===== src/sv/msp_pkg.sv =====
`default_nettype none
package msp_pkg;

  // Result kinds
  localparam logic [1:0] KIND_MSG   = 2'd0;
  localparam logic [1:0] KIND_SYSEX = 2'd1;
  localparam logic [1:0] KIND_TICK  = 2'd2;

  // Active sensing states
  localparam logic [1:0] SENSE_OFF    = 2'd0;
  localparam logic [1:0] SENSE_ON     = 2'd1;
  localparam logic [1:0] SENSE_FAILED = 2'd2;

  // Configuration register indexes
  localparam logic CFG_SENSE_TIMEOUT = 1'b0;
  localparam logic CFG_WINDOW_LAST   = 1'b1;

  // MIDI codes
  localparam logic [7:0] ST_NOTE_OFF   = 8'h80;
  localparam logic [7:0] ST_NOTE_ON    = 8'h90;
  localparam logic [7:0] ST_POLY_AT    = 8'hA0;
  localparam logic [7:0] ST_CTRL       = 8'hB0;
  localparam logic [7:0] ST_PROG       = 8'hC0;
  localparam logic [7:0] ST_CHAN_AT    = 8'hD0;
  localparam logic [7:0] ST_BEND       = 8'hE0;
  localparam logic [7:0] ST_SYSEX      = 8'hF0;
  localparam logic [7:0] ST_MTC        = 8'hF1;
  localparam logic [7:0] ST_SONG_POS   = 8'hF2;
  localparam logic [7:0] ST_SONG_SEL   = 8'hF3;
  localparam logic [7:0] ST_TUNE       = 8'hF6;
  localparam logic [7:0] ST_EOX        = 8'hF7;
  localparam logic [7:0] ST_CLOCK      = 8'hF8;
  localparam logic [7:0] ST_START      = 8'hFA;
  localparam logic [7:0] ST_CONTINUE   = 8'hFB;
  localparam logic [7:0] ST_STOP       = 8'hFC;
  localparam logic [7:0] ST_SENSING    = 8'hFE;
  localparam logic [7:0] ST_RESET      = 8'hFF;

  typedef struct packed {
    logic        req_type;
    logic [7:0]  rx_byte;
    logic [31:0] rx_time;
  } in_t;

  typedef struct packed {
    logic [1:0]  result_kind;
    logic [7:0]  msg_type;
    logic [4:0]  channel;
    logic [7:0]  data_one;
    logic [7:0]  data_two;
    logic [6:0]  byte_count;
    logic [31:0] time_stamp;
    logic [7:0]  sysex_byte;
    logic        last;
    logic [1:0]  sense_state;
    logic [15:0] rate_count;
  } out_t;

  // Front-to-back commands. For a store write the address rides in
  // byte_count and the data in sysex_byte; a run carries its length in
  // byte_count.
  typedef enum logic [1:0] {
    OP_MSG,
    OP_WR,
    OP_RUN
  } cmd_op_t;

  typedef struct packed {
    cmd_op_t op;
    out_t    res;
  } cmd_t;

  function automatic logic [7:0] type_of(input logic [7:0] b);
    if (!b[7]) return 8'h00;
    if (b[7:4] == 4'hF) return b;
    return {b[7:4], 4'h0};
  endfunction

  function automatic logic is_channel(input logic [7:0] t);
    return t[7] && (t[7:4] != 4'hF);
  endfunction

endpackage
`default_nettype wire


===== src/sv/msp_front.sv =====
`default_nettype none
module msp_front #(
  parameter int SYSEX_MAX = 64
) (
  input  wire logic         clk,
  input  wire logic         rst_n,
  input  wire logic         in_push,
  output logic              in_full,
  input  wire msp_pkg::in_t in_data,
  input  wire logic         cfg_we,
  input  wire logic         cfg_idx,
  input  wire logic [3:0]   cfg_data,
  output logic              cmd_push,
  output msp_pkg::cmd_t     cmd_data,
  input  wire logic         cmd_full
);
  import msp_pkg::*;

  localparam logic [6:0] LEN_MAX = 7'(SYSEX_MAX);

  logic [2:0]  timeout_r;
  logic [3:0]  wlt_r;
  logic [7:0]  ps_r, ps_nxt;
  logic [7:0]  pd0_r, pd0_nxt;
  logic [7:0]  pd1_r, pd1_nxt;
  logic [6:0]  pidx_r, pidx_nxt;
  logic [6:0]  el_r, el_nxt;
  logic [7:0]  rs_r, rs_nxt;
  logic [31:0] sxt_r, sxt_nxt;
  logic [1:0]  sense_r, sense_nxt;
  logic [2:0]  idle_r, idle_nxt;
  logic [3:0]  tc_r, tc_nxt;
  logic [15:0] total_r, total_nxt;
  logic [15:0] start_r, start_nxt;
  logic [15:0] rate_r, rate_nxt;

  logic        accept;
  logic        emit;
  logic        count;
  cmd_t        cmd;

  // combinational helper variables
  logic [7:0]  b, ps_c, pd0_c, t_c;
  logic [31:0] ts;
  logic [6:0]  pidx_c, el_c;
  logic        go, sx, data_path, chan;
  logic [2:0]  idle_c;

  function automatic out_t mk(input logic [1:0] kind, input logic [7:0] mt,
                              input logic [4:0] ch, input logic [7:0] d1,
                              input logic [7:0] d2, input logic [6:0] cnt,
                              input logic [31:0] t, input logic [7:0] sxb,
                              input logic lst);
    out_t o;
    o             = '0;
    o.result_kind = kind;
    o.msg_type    = mt;
    o.channel     = ch;
    o.data_one    = d1;
    o.data_two    = d2;
    o.byte_count  = cnt;
    o.time_stamp  = t;
    o.sysex_byte  = sxb;
    o.last        = lst;
    return o;
  endfunction

  assign accept  = in_push && !cmd_full;
  assign in_full = cmd_full;

  // parser step
  always_comb begin
    ps_nxt = ps_r; pd0_nxt = pd0_r; pd1_nxt = pd1_r; pidx_nxt = pidx_r;
    el_nxt = el_r; rs_nxt = rs_r; sxt_nxt = sxt_r; sense_nxt = sense_r;
    idle_nxt = idle_r; tc_nxt = tc_r; start_nxt = start_r; rate_nxt = rate_r;
    emit = 1'b0; count = 1'b0; cmd = '0; cmd.op = OP_MSG;
    b = in_data.rx_byte; ts = in_data.rx_time;
    ps_c = '0; pd0_c = '0; t_c = '0; pidx_c = '0; el_c = '0;
    go = 1'b0; sx = 1'b0; data_path = 1'b0; chan = 1'b0; idle_c = '0;

    if (in_data.req_type) begin
      // tick: rate window and sensing timeout
      if (tc_r == wlt_r) begin
        tc_nxt    = '0;
        rate_nxt  = total_r - start_r;
        start_nxt = total_r;
      end else begin
        tc_nxt = tc_r + 4'd1;
      end
      if (sense_r == SENSE_ON) begin
        idle_c   = (idle_r == 3'd7) ? idle_r : idle_r + 3'd1;
        idle_nxt = idle_c;
        if (idle_c > timeout_r) sense_nxt = SENSE_FAILED;
      end
      emit    = 1'b1;
      cmd.res = mk(KIND_TICK, '0, '0, '0, '0, '0, '0, '0, 1'b1);
    end else if (pidx_r == '0) begin
      idle_nxt = '0;
      // nothing pending: new status or running-status data
      ps_c = b; pd0_c = pd0_r; pidx_c = '0;
      if (is_channel(type_of(rs_r)) && !b[7]) begin
        ps_c = rs_r; pd0_c = b; pidx_c = 7'd1;
      end
      ps_nxt = ps_c; pd0_nxt = pd0_c; pidx_nxt = pidx_c;
      t_c = type_of(ps_c);
      unique case (t_c)
        ST_SENSING: begin
          sense_nxt = SENSE_ON;
          emit = 1'b1; count = 1'b1;
          cmd.res = mk(KIND_MSG, t_c, '0, '0, '0, 7'd1, ts, '0, 1'b1);
          pidx_nxt = '0; el_nxt = '0;
        end
        ST_START, ST_CONTINUE, ST_STOP, ST_CLOCK, ST_RESET, ST_TUNE: begin
          emit = 1'b1; count = 1'b1;
          cmd.res = mk(KIND_MSG, t_c, '0, '0, '0, 7'd1, ts, '0, 1'b1);
          pidx_nxt = '0; el_nxt = '0;
        end
        ST_PROG, ST_CHAN_AT, ST_MTC, ST_SONG_SEL: begin
          el_c = 7'd2; go = 1'b1;
        end
        ST_NOTE_OFF, ST_NOTE_ON, ST_POLY_AT, ST_CTRL, ST_BEND, ST_SONG_POS: begin
          el_c = 7'd3; go = 1'b1;
        end
        ST_SYSEX: begin
          el_c = LEN_MAX; go = 1'b1; rs_nxt = '0; sxt_nxt = ts;
        end
        default: begin
          pidx_nxt = '0; el_nxt = '0; rs_nxt = '0;
        end
      endcase
      if (go) begin
        el_nxt = el_c;
        if (pidx_c + 7'd1 >= el_c) begin
          emit = 1'b1; count = 1'b1;
          cmd.res = mk(KIND_MSG, t_c, {1'b0, ps_c[3:0]} + 5'd1, pd0_c,
                       (el_c == 7'd3) ? pd1_r : 8'h00,
                       (el_c == 7'd3) ? 7'd3 : 7'd2, ts, '0, 1'b1);
          pidx_nxt = '0; el_nxt = '0;
        end else begin
          pidx_nxt = pidx_c + 7'd1;
        end
      end
    end else begin
      idle_nxt = '0;
      // message pending
      sx = (ps_r == ST_SYSEX);
      data_path = 1'b1;
      if (b[7]) begin
        unique case (b)
          ST_SENSING: begin
            sense_nxt = SENSE_ON; emit = 1'b1; data_path = 1'b0;
            cmd.res = mk(KIND_MSG, b, '0, '0, '0, 7'd1, ts, '0, 1'b1);
          end
          ST_CLOCK, ST_START, ST_CONTINUE, ST_STOP, ST_RESET: begin
            emit = 1'b1; data_path = 1'b0;
            cmd.res = mk(KIND_MSG, b, '0, '0, '0, 7'd1, ts, '0, 1'b1);
          end
          ST_EOX: begin
            data_path = 1'b0;
            if (sx && pidx_r < LEN_MAX) begin
              emit = 1'b1; count = 1'b1;
              cmd.op  = OP_RUN;
              cmd.res = mk(KIND_MSG, ST_SYSEX, '0, '0, '0, pidx_r + 7'd1,
                           sxt_r, '0, 1'b1);
            end
            pidx_nxt = '0; el_nxt = '0; rs_nxt = '0;
          end
          default: ;
        endcase
      end
      if (data_path) begin
        if (sx) begin
          if (pidx_r + 7'd1 >= el_r) begin
            // buffer overflow: abort
            pidx_nxt = '0; el_nxt = '0; rs_nxt = '0;
          end else begin
            emit = 1'b1;
            cmd.op  = OP_WR;
            cmd.res = mk(KIND_SYSEX, '0, '0, '0, '0, pidx_r, '0, b, 1'b0);
            pidx_nxt = pidx_r + 7'd1;
          end
        end else begin
          if (pidx_r == 7'd1) pd0_nxt = b;
          if (pidx_r == 7'd2) pd1_nxt = b;
          if (pidx_r + 7'd1 >= el_r) begin
            chan = is_channel(type_of(ps_r));
            emit = 1'b1; count = 1'b1;
            cmd.res = mk(KIND_MSG, type_of(ps_r),
                         chan ? ({1'b0, ps_r[3:0]} + 5'd1) : 5'd0, pd0_nxt,
                         (el_r == 7'd3) ? pd1_nxt : 8'h00,
                         (el_r == 7'd3) ? 7'd3 : 7'd2, ts, '0, 1'b1);
            pidx_nxt = '0; el_nxt = '0;
            rs_nxt = chan ? ps_r : 8'h00;
          end else begin
            pidx_nxt = pidx_r + 7'd1;
          end
        end
      end
    end

    total_nxt = (count && total_r != 16'hFFFF) ? total_r + 16'd1 : total_r;
    cmd.res.sense_state = sense_nxt;
    cmd.res.rate_count  = rate_nxt;
  end

  assign cmd_push = accept && emit;
  assign cmd_data = cmd;

  // state registers
  always_ff @(posedge clk) begin
    if (!rst_n) begin
      timeout_r <= 3'd3; wlt_r <= 4'd10;
      ps_r <= '0; pd0_r <= '0; pd1_r <= '0; pidx_r <= '0; el_r <= '0;
      rs_r <= '0; sxt_r <= '0; sense_r <= SENSE_OFF; idle_r <= '0;
      tc_r <= '0; total_r <= '0; start_r <= '0; rate_r <= '0;
    end else begin
      if (cfg_we) begin
        if (cfg_idx == CFG_SENSE_TIMEOUT) timeout_r <= cfg_data[2:0];
        if (cfg_idx == CFG_WINDOW_LAST)   wlt_r     <= cfg_data;
      end
      if (accept) begin
        ps_r <= ps_nxt; pd0_r <= pd0_nxt; pd1_r <= pd1_nxt;
        pidx_r <= pidx_nxt; el_r <= el_nxt; rs_r <= rs_nxt;
        sxt_r <= sxt_nxt; sense_r <= sense_nxt; idle_r <= idle_nxt;
        tc_r <= tc_nxt; total_r <= total_nxt; start_r <= start_nxt;
        rate_r <= rate_nxt;
      end
    end
  end

endmodule
`default_nettype wire


===== src/sv/msp_cmd_fifo.sv =====
`default_nettype none
module msp_cmd_fifo (
  input  wire logic          clk,
  input  wire logic          rst_n,
  input  wire logic          push,
  input  wire msp_pkg::cmd_t data_in,
  output logic               full,
  input  wire logic          pop,
  output msp_pkg::cmd_t      data_out,
  output logic               empty
);
  import msp_pkg::*;

  cmd_t       entry_r [2];
  logic       wp_r, rp_r;
  logic [1:0] cnt_r;
  logic       do_push, do_pop;

  assign full     = (cnt_r == 2'd2);
  assign empty    = (cnt_r == 2'd0);
  assign do_push  = push && !full;
  assign do_pop   = pop && !empty;
  assign data_out = entry_r[rp_r];

  // two-entry queue
  always_ff @(posedge clk) begin
    if (!rst_n) begin
      wp_r <= 1'b0; rp_r <= 1'b0; cnt_r <= '0;
    end else begin
      if (do_push) wp_r <= ~wp_r;
      if (do_pop)  rp_r <= ~rp_r;
      cnt_r <= cnt_r + {1'b0, do_push} - {1'b0, do_pop};
    end
  end

  always_ff @(posedge clk) begin
    if (do_push) entry_r[wp_r] <= data_in;
  end

endmodule
`default_nettype wire


===== src/sv/msp_back.sv =====
`default_nettype none
module msp_back #(
  parameter int SYSEX_MAX = 64
) (
  input  wire logic          clk,
  input  wire logic          rst_n,
  input  wire logic          cmd_empty,
  input  wire msp_pkg::cmd_t cmd_data,
  output logic               cmd_pop,
  output logic               out_empty,
  input  wire logic          out_pop,
  output msp_pkg::out_t      out_data
);
  import msp_pkg::*;

  localparam int AW = $clog2(SYSEX_MAX);

  typedef enum logic [1:0] {S_IDLE, S_READ, S_EMIT} state_t;

  state_t      state_r;
  logic        out_valid_r;
  out_t        res_r;
  out_t        run_r;
  logic [6:0]  k_r;
  logic [7:0]  rd_data_r;
  logic [7:0]  mem [SYSEX_MAX];
  logic        out_free;
  logic        wr_en;
  logic        out_load;
  out_t        load_res;

  assign out_free  = !out_valid_r || out_pop;
  assign out_empty = !out_valid_r;
  assign out_data  = res_r;
  assign cmd_pop   = (state_r == S_IDLE) && !cmd_empty &&
                     (cmd_data.op != OP_MSG || out_free);
  assign wr_en     = cmd_pop && cmd_data.op == OP_WR;

  // SysEx store
  always_ff @(posedge clk) begin
    if (wr_en) mem[cmd_data.res.byte_count[AW-1:0]] <= cmd_data.res.sysex_byte;
    rd_data_r <= mem[k_r[AW-1:0]];
  end

  // next result for the output register
  always_comb begin
    out_load = 1'b0;
    load_res = run_r;
    unique case (state_r)
      S_IDLE: begin
        if (cmd_pop && cmd_data.op == OP_MSG) begin
          out_load = 1'b1;
          load_res = cmd_data.res;
        end
      end
      S_READ: begin
        if (!(k_r + 7'd1 < run_r.byte_count) && out_free) begin
          // length summary
          out_load          = 1'b1;
          load_res.data_one = {1'b0, run_r.byte_count};
          load_res.data_two = 8'h00;
        end
      end
      S_EMIT: begin
        if (out_free) begin
          out_load             = 1'b1;
          load_res.result_kind = KIND_SYSEX;
          load_res.byte_count  = '0;
          load_res.sysex_byte  = rd_data_r;
          load_res.last        = 1'b0;
        end
      end
      default: ;
    endcase
  end

  // result sequencer and output register
  always_ff @(posedge clk) begin
    if (!rst_n) begin
      state_r     <= S_IDLE;
      out_valid_r <= 1'b0;
      k_r         <= '0;
    end else begin
      out_valid_r <= out_load || (out_valid_r && !out_pop);
      if (out_load) res_r <= load_res;
      unique case (state_r)
        S_IDLE: begin
          if (cmd_pop && cmd_data.op == OP_RUN) begin
            run_r <= cmd_data.res; k_r <= 7'd1; state_r <= S_READ;
          end
        end
        S_READ: begin
          if (k_r + 7'd1 < run_r.byte_count) begin
            state_r <= S_EMIT;
          end else if (out_free) begin
            state_r <= S_IDLE;
          end
        end
        S_EMIT: begin
          if (out_free) begin
            k_r     <= k_r + 7'd1;
            state_r <= S_READ;
          end
        end
        default: state_r <= S_IDLE;
      endcase
    end
  end

endmodule
`default_nettype wire


===== src/sv/midi_stream_parser_core.sv =====
`default_nettype none
// MIDI stream parser.
// Input queue side: push an item (a received byte with its timestamp, or a
// 100 ms tick) when full is low. Result queue side: the oldest result sits
// on out_data while out_empty is low and is taken with out_pop.
// Configuration: cfg_we with cfg_idx 0 (sensing timeout) or 1 (last tick
// of the rate window); write only while the block is idle.
// A front stage parses one item per cycle while the queue is not full and
// posts at most one command per item into a two-entry queue; a back stage
// turns commands into results through a one-entry output register, so a
// result passes through the queue entry and then the output register, and
// bytes flow at one per cycle while results drain and no run is being read.
// For an EOX run, the back stage takes the command, reads and emits each
// stored byte in turn via the registered SysEx buffer read, then loads the
// summary; the front stalls (full high) once the queue fills behind it.
// Reset clears the parser, counters and queues and loads the register
// defaults; the SysEx buffer is not cleared. When the receiver stalls,
// results wait in the output register, then the queue, then full rises.
module midi_stream_parser_core #(
  parameter int SYSEX_MAX = 64
) (
  input  wire logic         clk,
  input  wire logic         rst_n,
  input  wire logic         in_push,
  output logic              in_full,
  input  wire msp_pkg::in_t in_data,
  output logic              out_empty,
  input  wire logic         out_pop,
  output msp_pkg::out_t     out_data,
  input  wire logic         cfg_we,
  input  wire logic         cfg_idx,
  input  wire logic [3:0]   cfg_data
);
  import msp_pkg::*;

  logic cmd_push, cmd_full, cmd_pop, cmd_empty;
  cmd_t cmd_in, cmd_out;

  msp_front #(.SYSEX_MAX(SYSEX_MAX)) u_front (
    .clk, .rst_n, .in_push, .in_full, .in_data,
    .cfg_we, .cfg_idx, .cfg_data,
    .cmd_push, .cmd_data(cmd_in), .cmd_full
  );

  msp_cmd_fifo u_fifo (
    .clk, .rst_n, .push(cmd_push), .data_in(cmd_in), .full(cmd_full),
    .pop(cmd_pop), .data_out(cmd_out), .empty(cmd_empty)
  );

  msp_back #(.SYSEX_MAX(SYSEX_MAX)) u_back (
    .clk, .rst_n, .cmd_empty, .cmd_data(cmd_out), .cmd_pop,
    .out_empty, .out_pop, .out_data
  );

endmodule
`default_nettype wire

===== config.mk =====
export PLATFORM = sky130hd
export DESIGN_NAME = midi_stream_parser_core
export DESIGN_NICKNAME = d
export VERILOG_FILES = /design/src/sv/msp_pkg.sv /design/src/sv/msp_front.sv /design/src/sv/msp_cmd_fifo.sv /design/src/sv/msp_back.sv /design/src/sv/midi_stream_parser_core.sv
export SDC_FILE = /design/constraint.sdc
export NUM_CORES = 1
export LEC_CHECK = 0
export BUFFER_PORTS_ARGS = -buffer_cell sky130_fd_sc_hd__buf_2
export CAP_MARGIN = 20
export CORE_ASPECT_RATIO = 0.75
export CORE_MARGIN = 1
export CORE_UTILIZATION = 60
export CTS_CLUSTER_DIAMETER = 80
export CTS_CLUSTER_SIZE = 12
export DETAILED_ROUTE_END_ITERATION = 7
export PLACE_DENSITY = 0.86
export SETUP_SLACK_MARGIN = 0.3
export SYNTH_ARGS = -nofsm -noshare
export SYNTH_HDL_FRONTEND = slang
export SYNTH_SLANG_ARGS = --single-unit
export TNS_END_PERCENT = 5

===== constraint.sdc =====
create_clock -name clk -period 18.01 [get_ports clk]
set_clock_uncertainty 0.2 [all_clocks]
set_input_delay 3.602 -clock clk [delete_from_list [all_inputs] [get_ports clk]]
set_output_delay 3.602 -clock clk [all_outputs]
set_load 0.1 [all_outputs]

==> flow_summary.yaml <==
global_route:
  antenna_found_initial: 9
  grt_usage_pct: 31.6
  grt_pass1_wl_um: 172000
  overflow: 0
  grt_max_degree: 97
  grt_pass1_vias: 26800
placed_design:
  dp_hpwl_um: 68000
  dp_cells: 3893
  portBuffers: 149
  place_congestion: 0.914
setup_path:
  setup.worst_path.start_class: "input port"
  worst_setup_path_end_kind: "flip-flop"
  slowest_stage: "buf_4"
  crit_chain: "buf_2 > and2b_1 > nand2_2 > inv_2 > o31ai_1 > and3_1 > a21o_1 > ha_1 > nand2b_1 > a21o_1 > o31ai_2 > nand3_1 > a21oi_1 > nor2_4 > buf_4"
  max_stage_delay_ps: 850
  crit_fanout: 68
  cpMostUsedCell: "a21o_1"
  cp_top_family: "simple AND/OR/NAND/NOR gates"
  cp.arrival_ps: 8140
  required_ps: 18060
  cp_num_buf_inv: 3
  setup.worst_path.class: "input port to flip-flop"
timing:
  layout_min_cycle_time_ps: 8100
  finalSetupViolCount: 0
  whs_ps: 255
  finalCritPeriodShare_pct: 45.0
  setup_tns_ps: 0
  worst_slew_pin_slew_ps: 1200
  rsz0062_at_grt: "false"
  hold_violations: 0
  fmax_mhz: 124
  relSlewSlack_pct: 19.7
  maxSlewViolCount: 0
route:
  via_per_inst: 6.79
  drc: 22
  drt-total-wl_um: 117000
  vias: 27600
  drt_first_pass_iters: 8
  initialDrtViolationCount: 4338
  ant_nets: 0
  avgRoutedWirePerCell_um: 28.8
finish:
  final_cell_mix: "902 x edfxtp_1, 466 x nand2_1, 173 x nor2_1"
  fin_cells: 4060
  mostFrequentLayoutCell: "edfxtp_1"
  fin_util_pct: 67.0
  drive_above_1_share_pct: 19.1
  syn_to_final_growth_pct: 10.4
  fin_nets: 3138
floorplanning:
  ioPinCount: 150
  coreArea_um2: 71900
  die-height_um: 236
  die_area_um2: 73800
  start_util_pct: 60.7
  die_x_um: 313
  num_rows: 85
logic_synthesis:
  synth_area_um2: 43600
  syn_nets: 3002
  synth_top_area_cell: "edfxtp_1"
  synth_top_area_share_pct: 62.1
  synth_seq_cells: 1067
  synth_cells: 2904
  ys.flop_type: "edfxtp_1"
  ys_types: 74
  yosys_warnings: 0
  ys_async_sr_fraction_pct: 0
  synth_edf_count: 902
  ys_seq_area_share_pct: 69.6
  synth.avg_cell_area_um2: 15.0
  synth_area_leaders: "edfxtp_1 62%, mux4_2 8.7%, dfxtp_1 7.6%"
cts:
  root_buffer: "clkbuf_16"
  post_cts_resized: 0
  cts_buffer_depth: 3
  numCtsBuffers: 98
  cts.clk_slew.worst_paths_ps: 60
  clkLatencyLatePin_ps: 680
  cts_hold_buf: 0
  cts_setup_buffers: 0
  cts_tree: "done"
  cts_sinks: 1067
  h-tree-depth: 3
status:
  violations: "design-rule violations"
  status: "complete, but fails checks"
power:
  p_leak_nw: 15.9
  p_total_w: 0.00618
  powerDensity_nw_per_um2: 128
  ir_drop_uv: 84.1
worst_hold_path:
  min_path_type: "flip-flop to flip-flop"
job:
  drv_cap: 0
==> power breakdown <==
group          switching (W)  total (W)  internal, W
clock network       0.000902    0.00192      0.00102
registers          0.0000865    0.00307      0.00298
logic               0.000867    0.00120     0.000333
total                0.00186    0.00618      0.00433
==> cell type report <==
cell class	instances	area, um2
diodes	2	5.00
clock buffers	154	2660
clock inverters	7	144
fillers	4427	23700
inverters	54	205
multi-input cells	1629	12500
flip-flops and latches	1067	30400
well taps	957	1200
repair buffers	190	1100
==> cell families (layout without fill, tap and decap cells) <==
kind of cell | count (synthesis) | after routing | synth area share (%)
XOR/XNOR | 38 | 38 | 0.762
other | 0 | 2 | 0
AO/OA/AOI/OAI | 369 | 369 | 5.66
AND/OR/NAND/NOR | 877 | 877 | 8.75
multiplexers | 298 | 298 | 11.9
flip-flops | 1067 | 1067 | 69.6
adder cells (fa/ha/maj) | 47 | 47 | 1.36
buffers and inverters | 208 | 405 | 1.91
==> worst paths after layout <==
path / end / from / cells past startpoint / slack (ps)
hold reg to reg: u_front.start_r[8] / u_front.start_r[8] / 2 / 250
setup / recovery: u_fifo.entry_r[1][94] / in_data[39] / 15 / 9910
setup reg to reg: u_fifo.entry_r[1][94] / u_front.pidx_r[2] / 13 / 12640
hold / removal: u_front.start_r[8] / u_front.start_r[8] / 2 / 250
==> worst reg2reg max path: cells and delay by family, from the launching register on <==
family / cells / cell delay (ps)
DFF: 1 / 590
buffers and inverters: 2 / 1080
and+or+nand+nor: 3 / 1230
xor gates and xnor gates: 2 / 560
AOI/OAI and AO/OA: 5 / 940
adders and majority gates: 1 / 330
==> through the flow <==
| step | cell area, um2 | setup slack (ps) |
|---|---|---|
| after global placement | 45300 | 9440 |
| final | 48200 | 9910 |
| after global routing | 48200 | 9690 |
| after CTS | 48100 | 10040 |
| after floorplan | 43600 | 4990 |
| after detailed placement | 45300 | 9400 |
==> Yosys cell counts (13+ instances only) <==
cell      instances
and3_1           22
inv_1            52
nor3_1           27
o21ai_0          59
xor2_1           22
nand2b_1         22
edfxtp_1        902
ha_1             46
nor2_1          177
nand4_1          16
nand2_1         467
o31ai_1          14
clkbuf_1        117
buf_1            25
mux2_2           97
nand3_1          74
a22oi_1          19
and2_1           18
dfxtp_1         165
a211oi_1         13
mux2i_1          33
a22o_1           48
mux4_2          168
a21oi_1         121
xnor2_1          16
==> layer usage <==
metal  track usage [%]  part of all wire (%)  up-vias
met4              11.9                   4.6       12
li1                  -                     -    11300
met3              9.65                    14      454
met2              48.0                    45     2224
met5             0.195                 0.069        -
met1              43.3                    36    13600
==> flip-flops by register name, indices dropped and copies added (netlist names), 2 cells and up, named ones only <==
signal	count
u_front.pd1_r	8
u_front.timeout_r	3
u_front.sense_r	2
u_front.start_r	16
u_front.pidx_r	7
u_front.el_r	7
u_front.sxt_r	32
u_front.tc_r	4
u_back.k_r	7
u_fifo.cnt_r	2
u_front.rate_r	16
u_front.total_r	16
u_front.idle_r	3
u_front.pd0_r	8
u_front.rs_r	8
u_front.ps_r	8
u_back.state_r	2
u_back.rd_data_r	8
u_fifo.entry_r	196
u_back.out_data	97
u_back.run_r	97
u_back.mem	512
u_front.wlt_r	4
(Power assumes the default switching activity.)
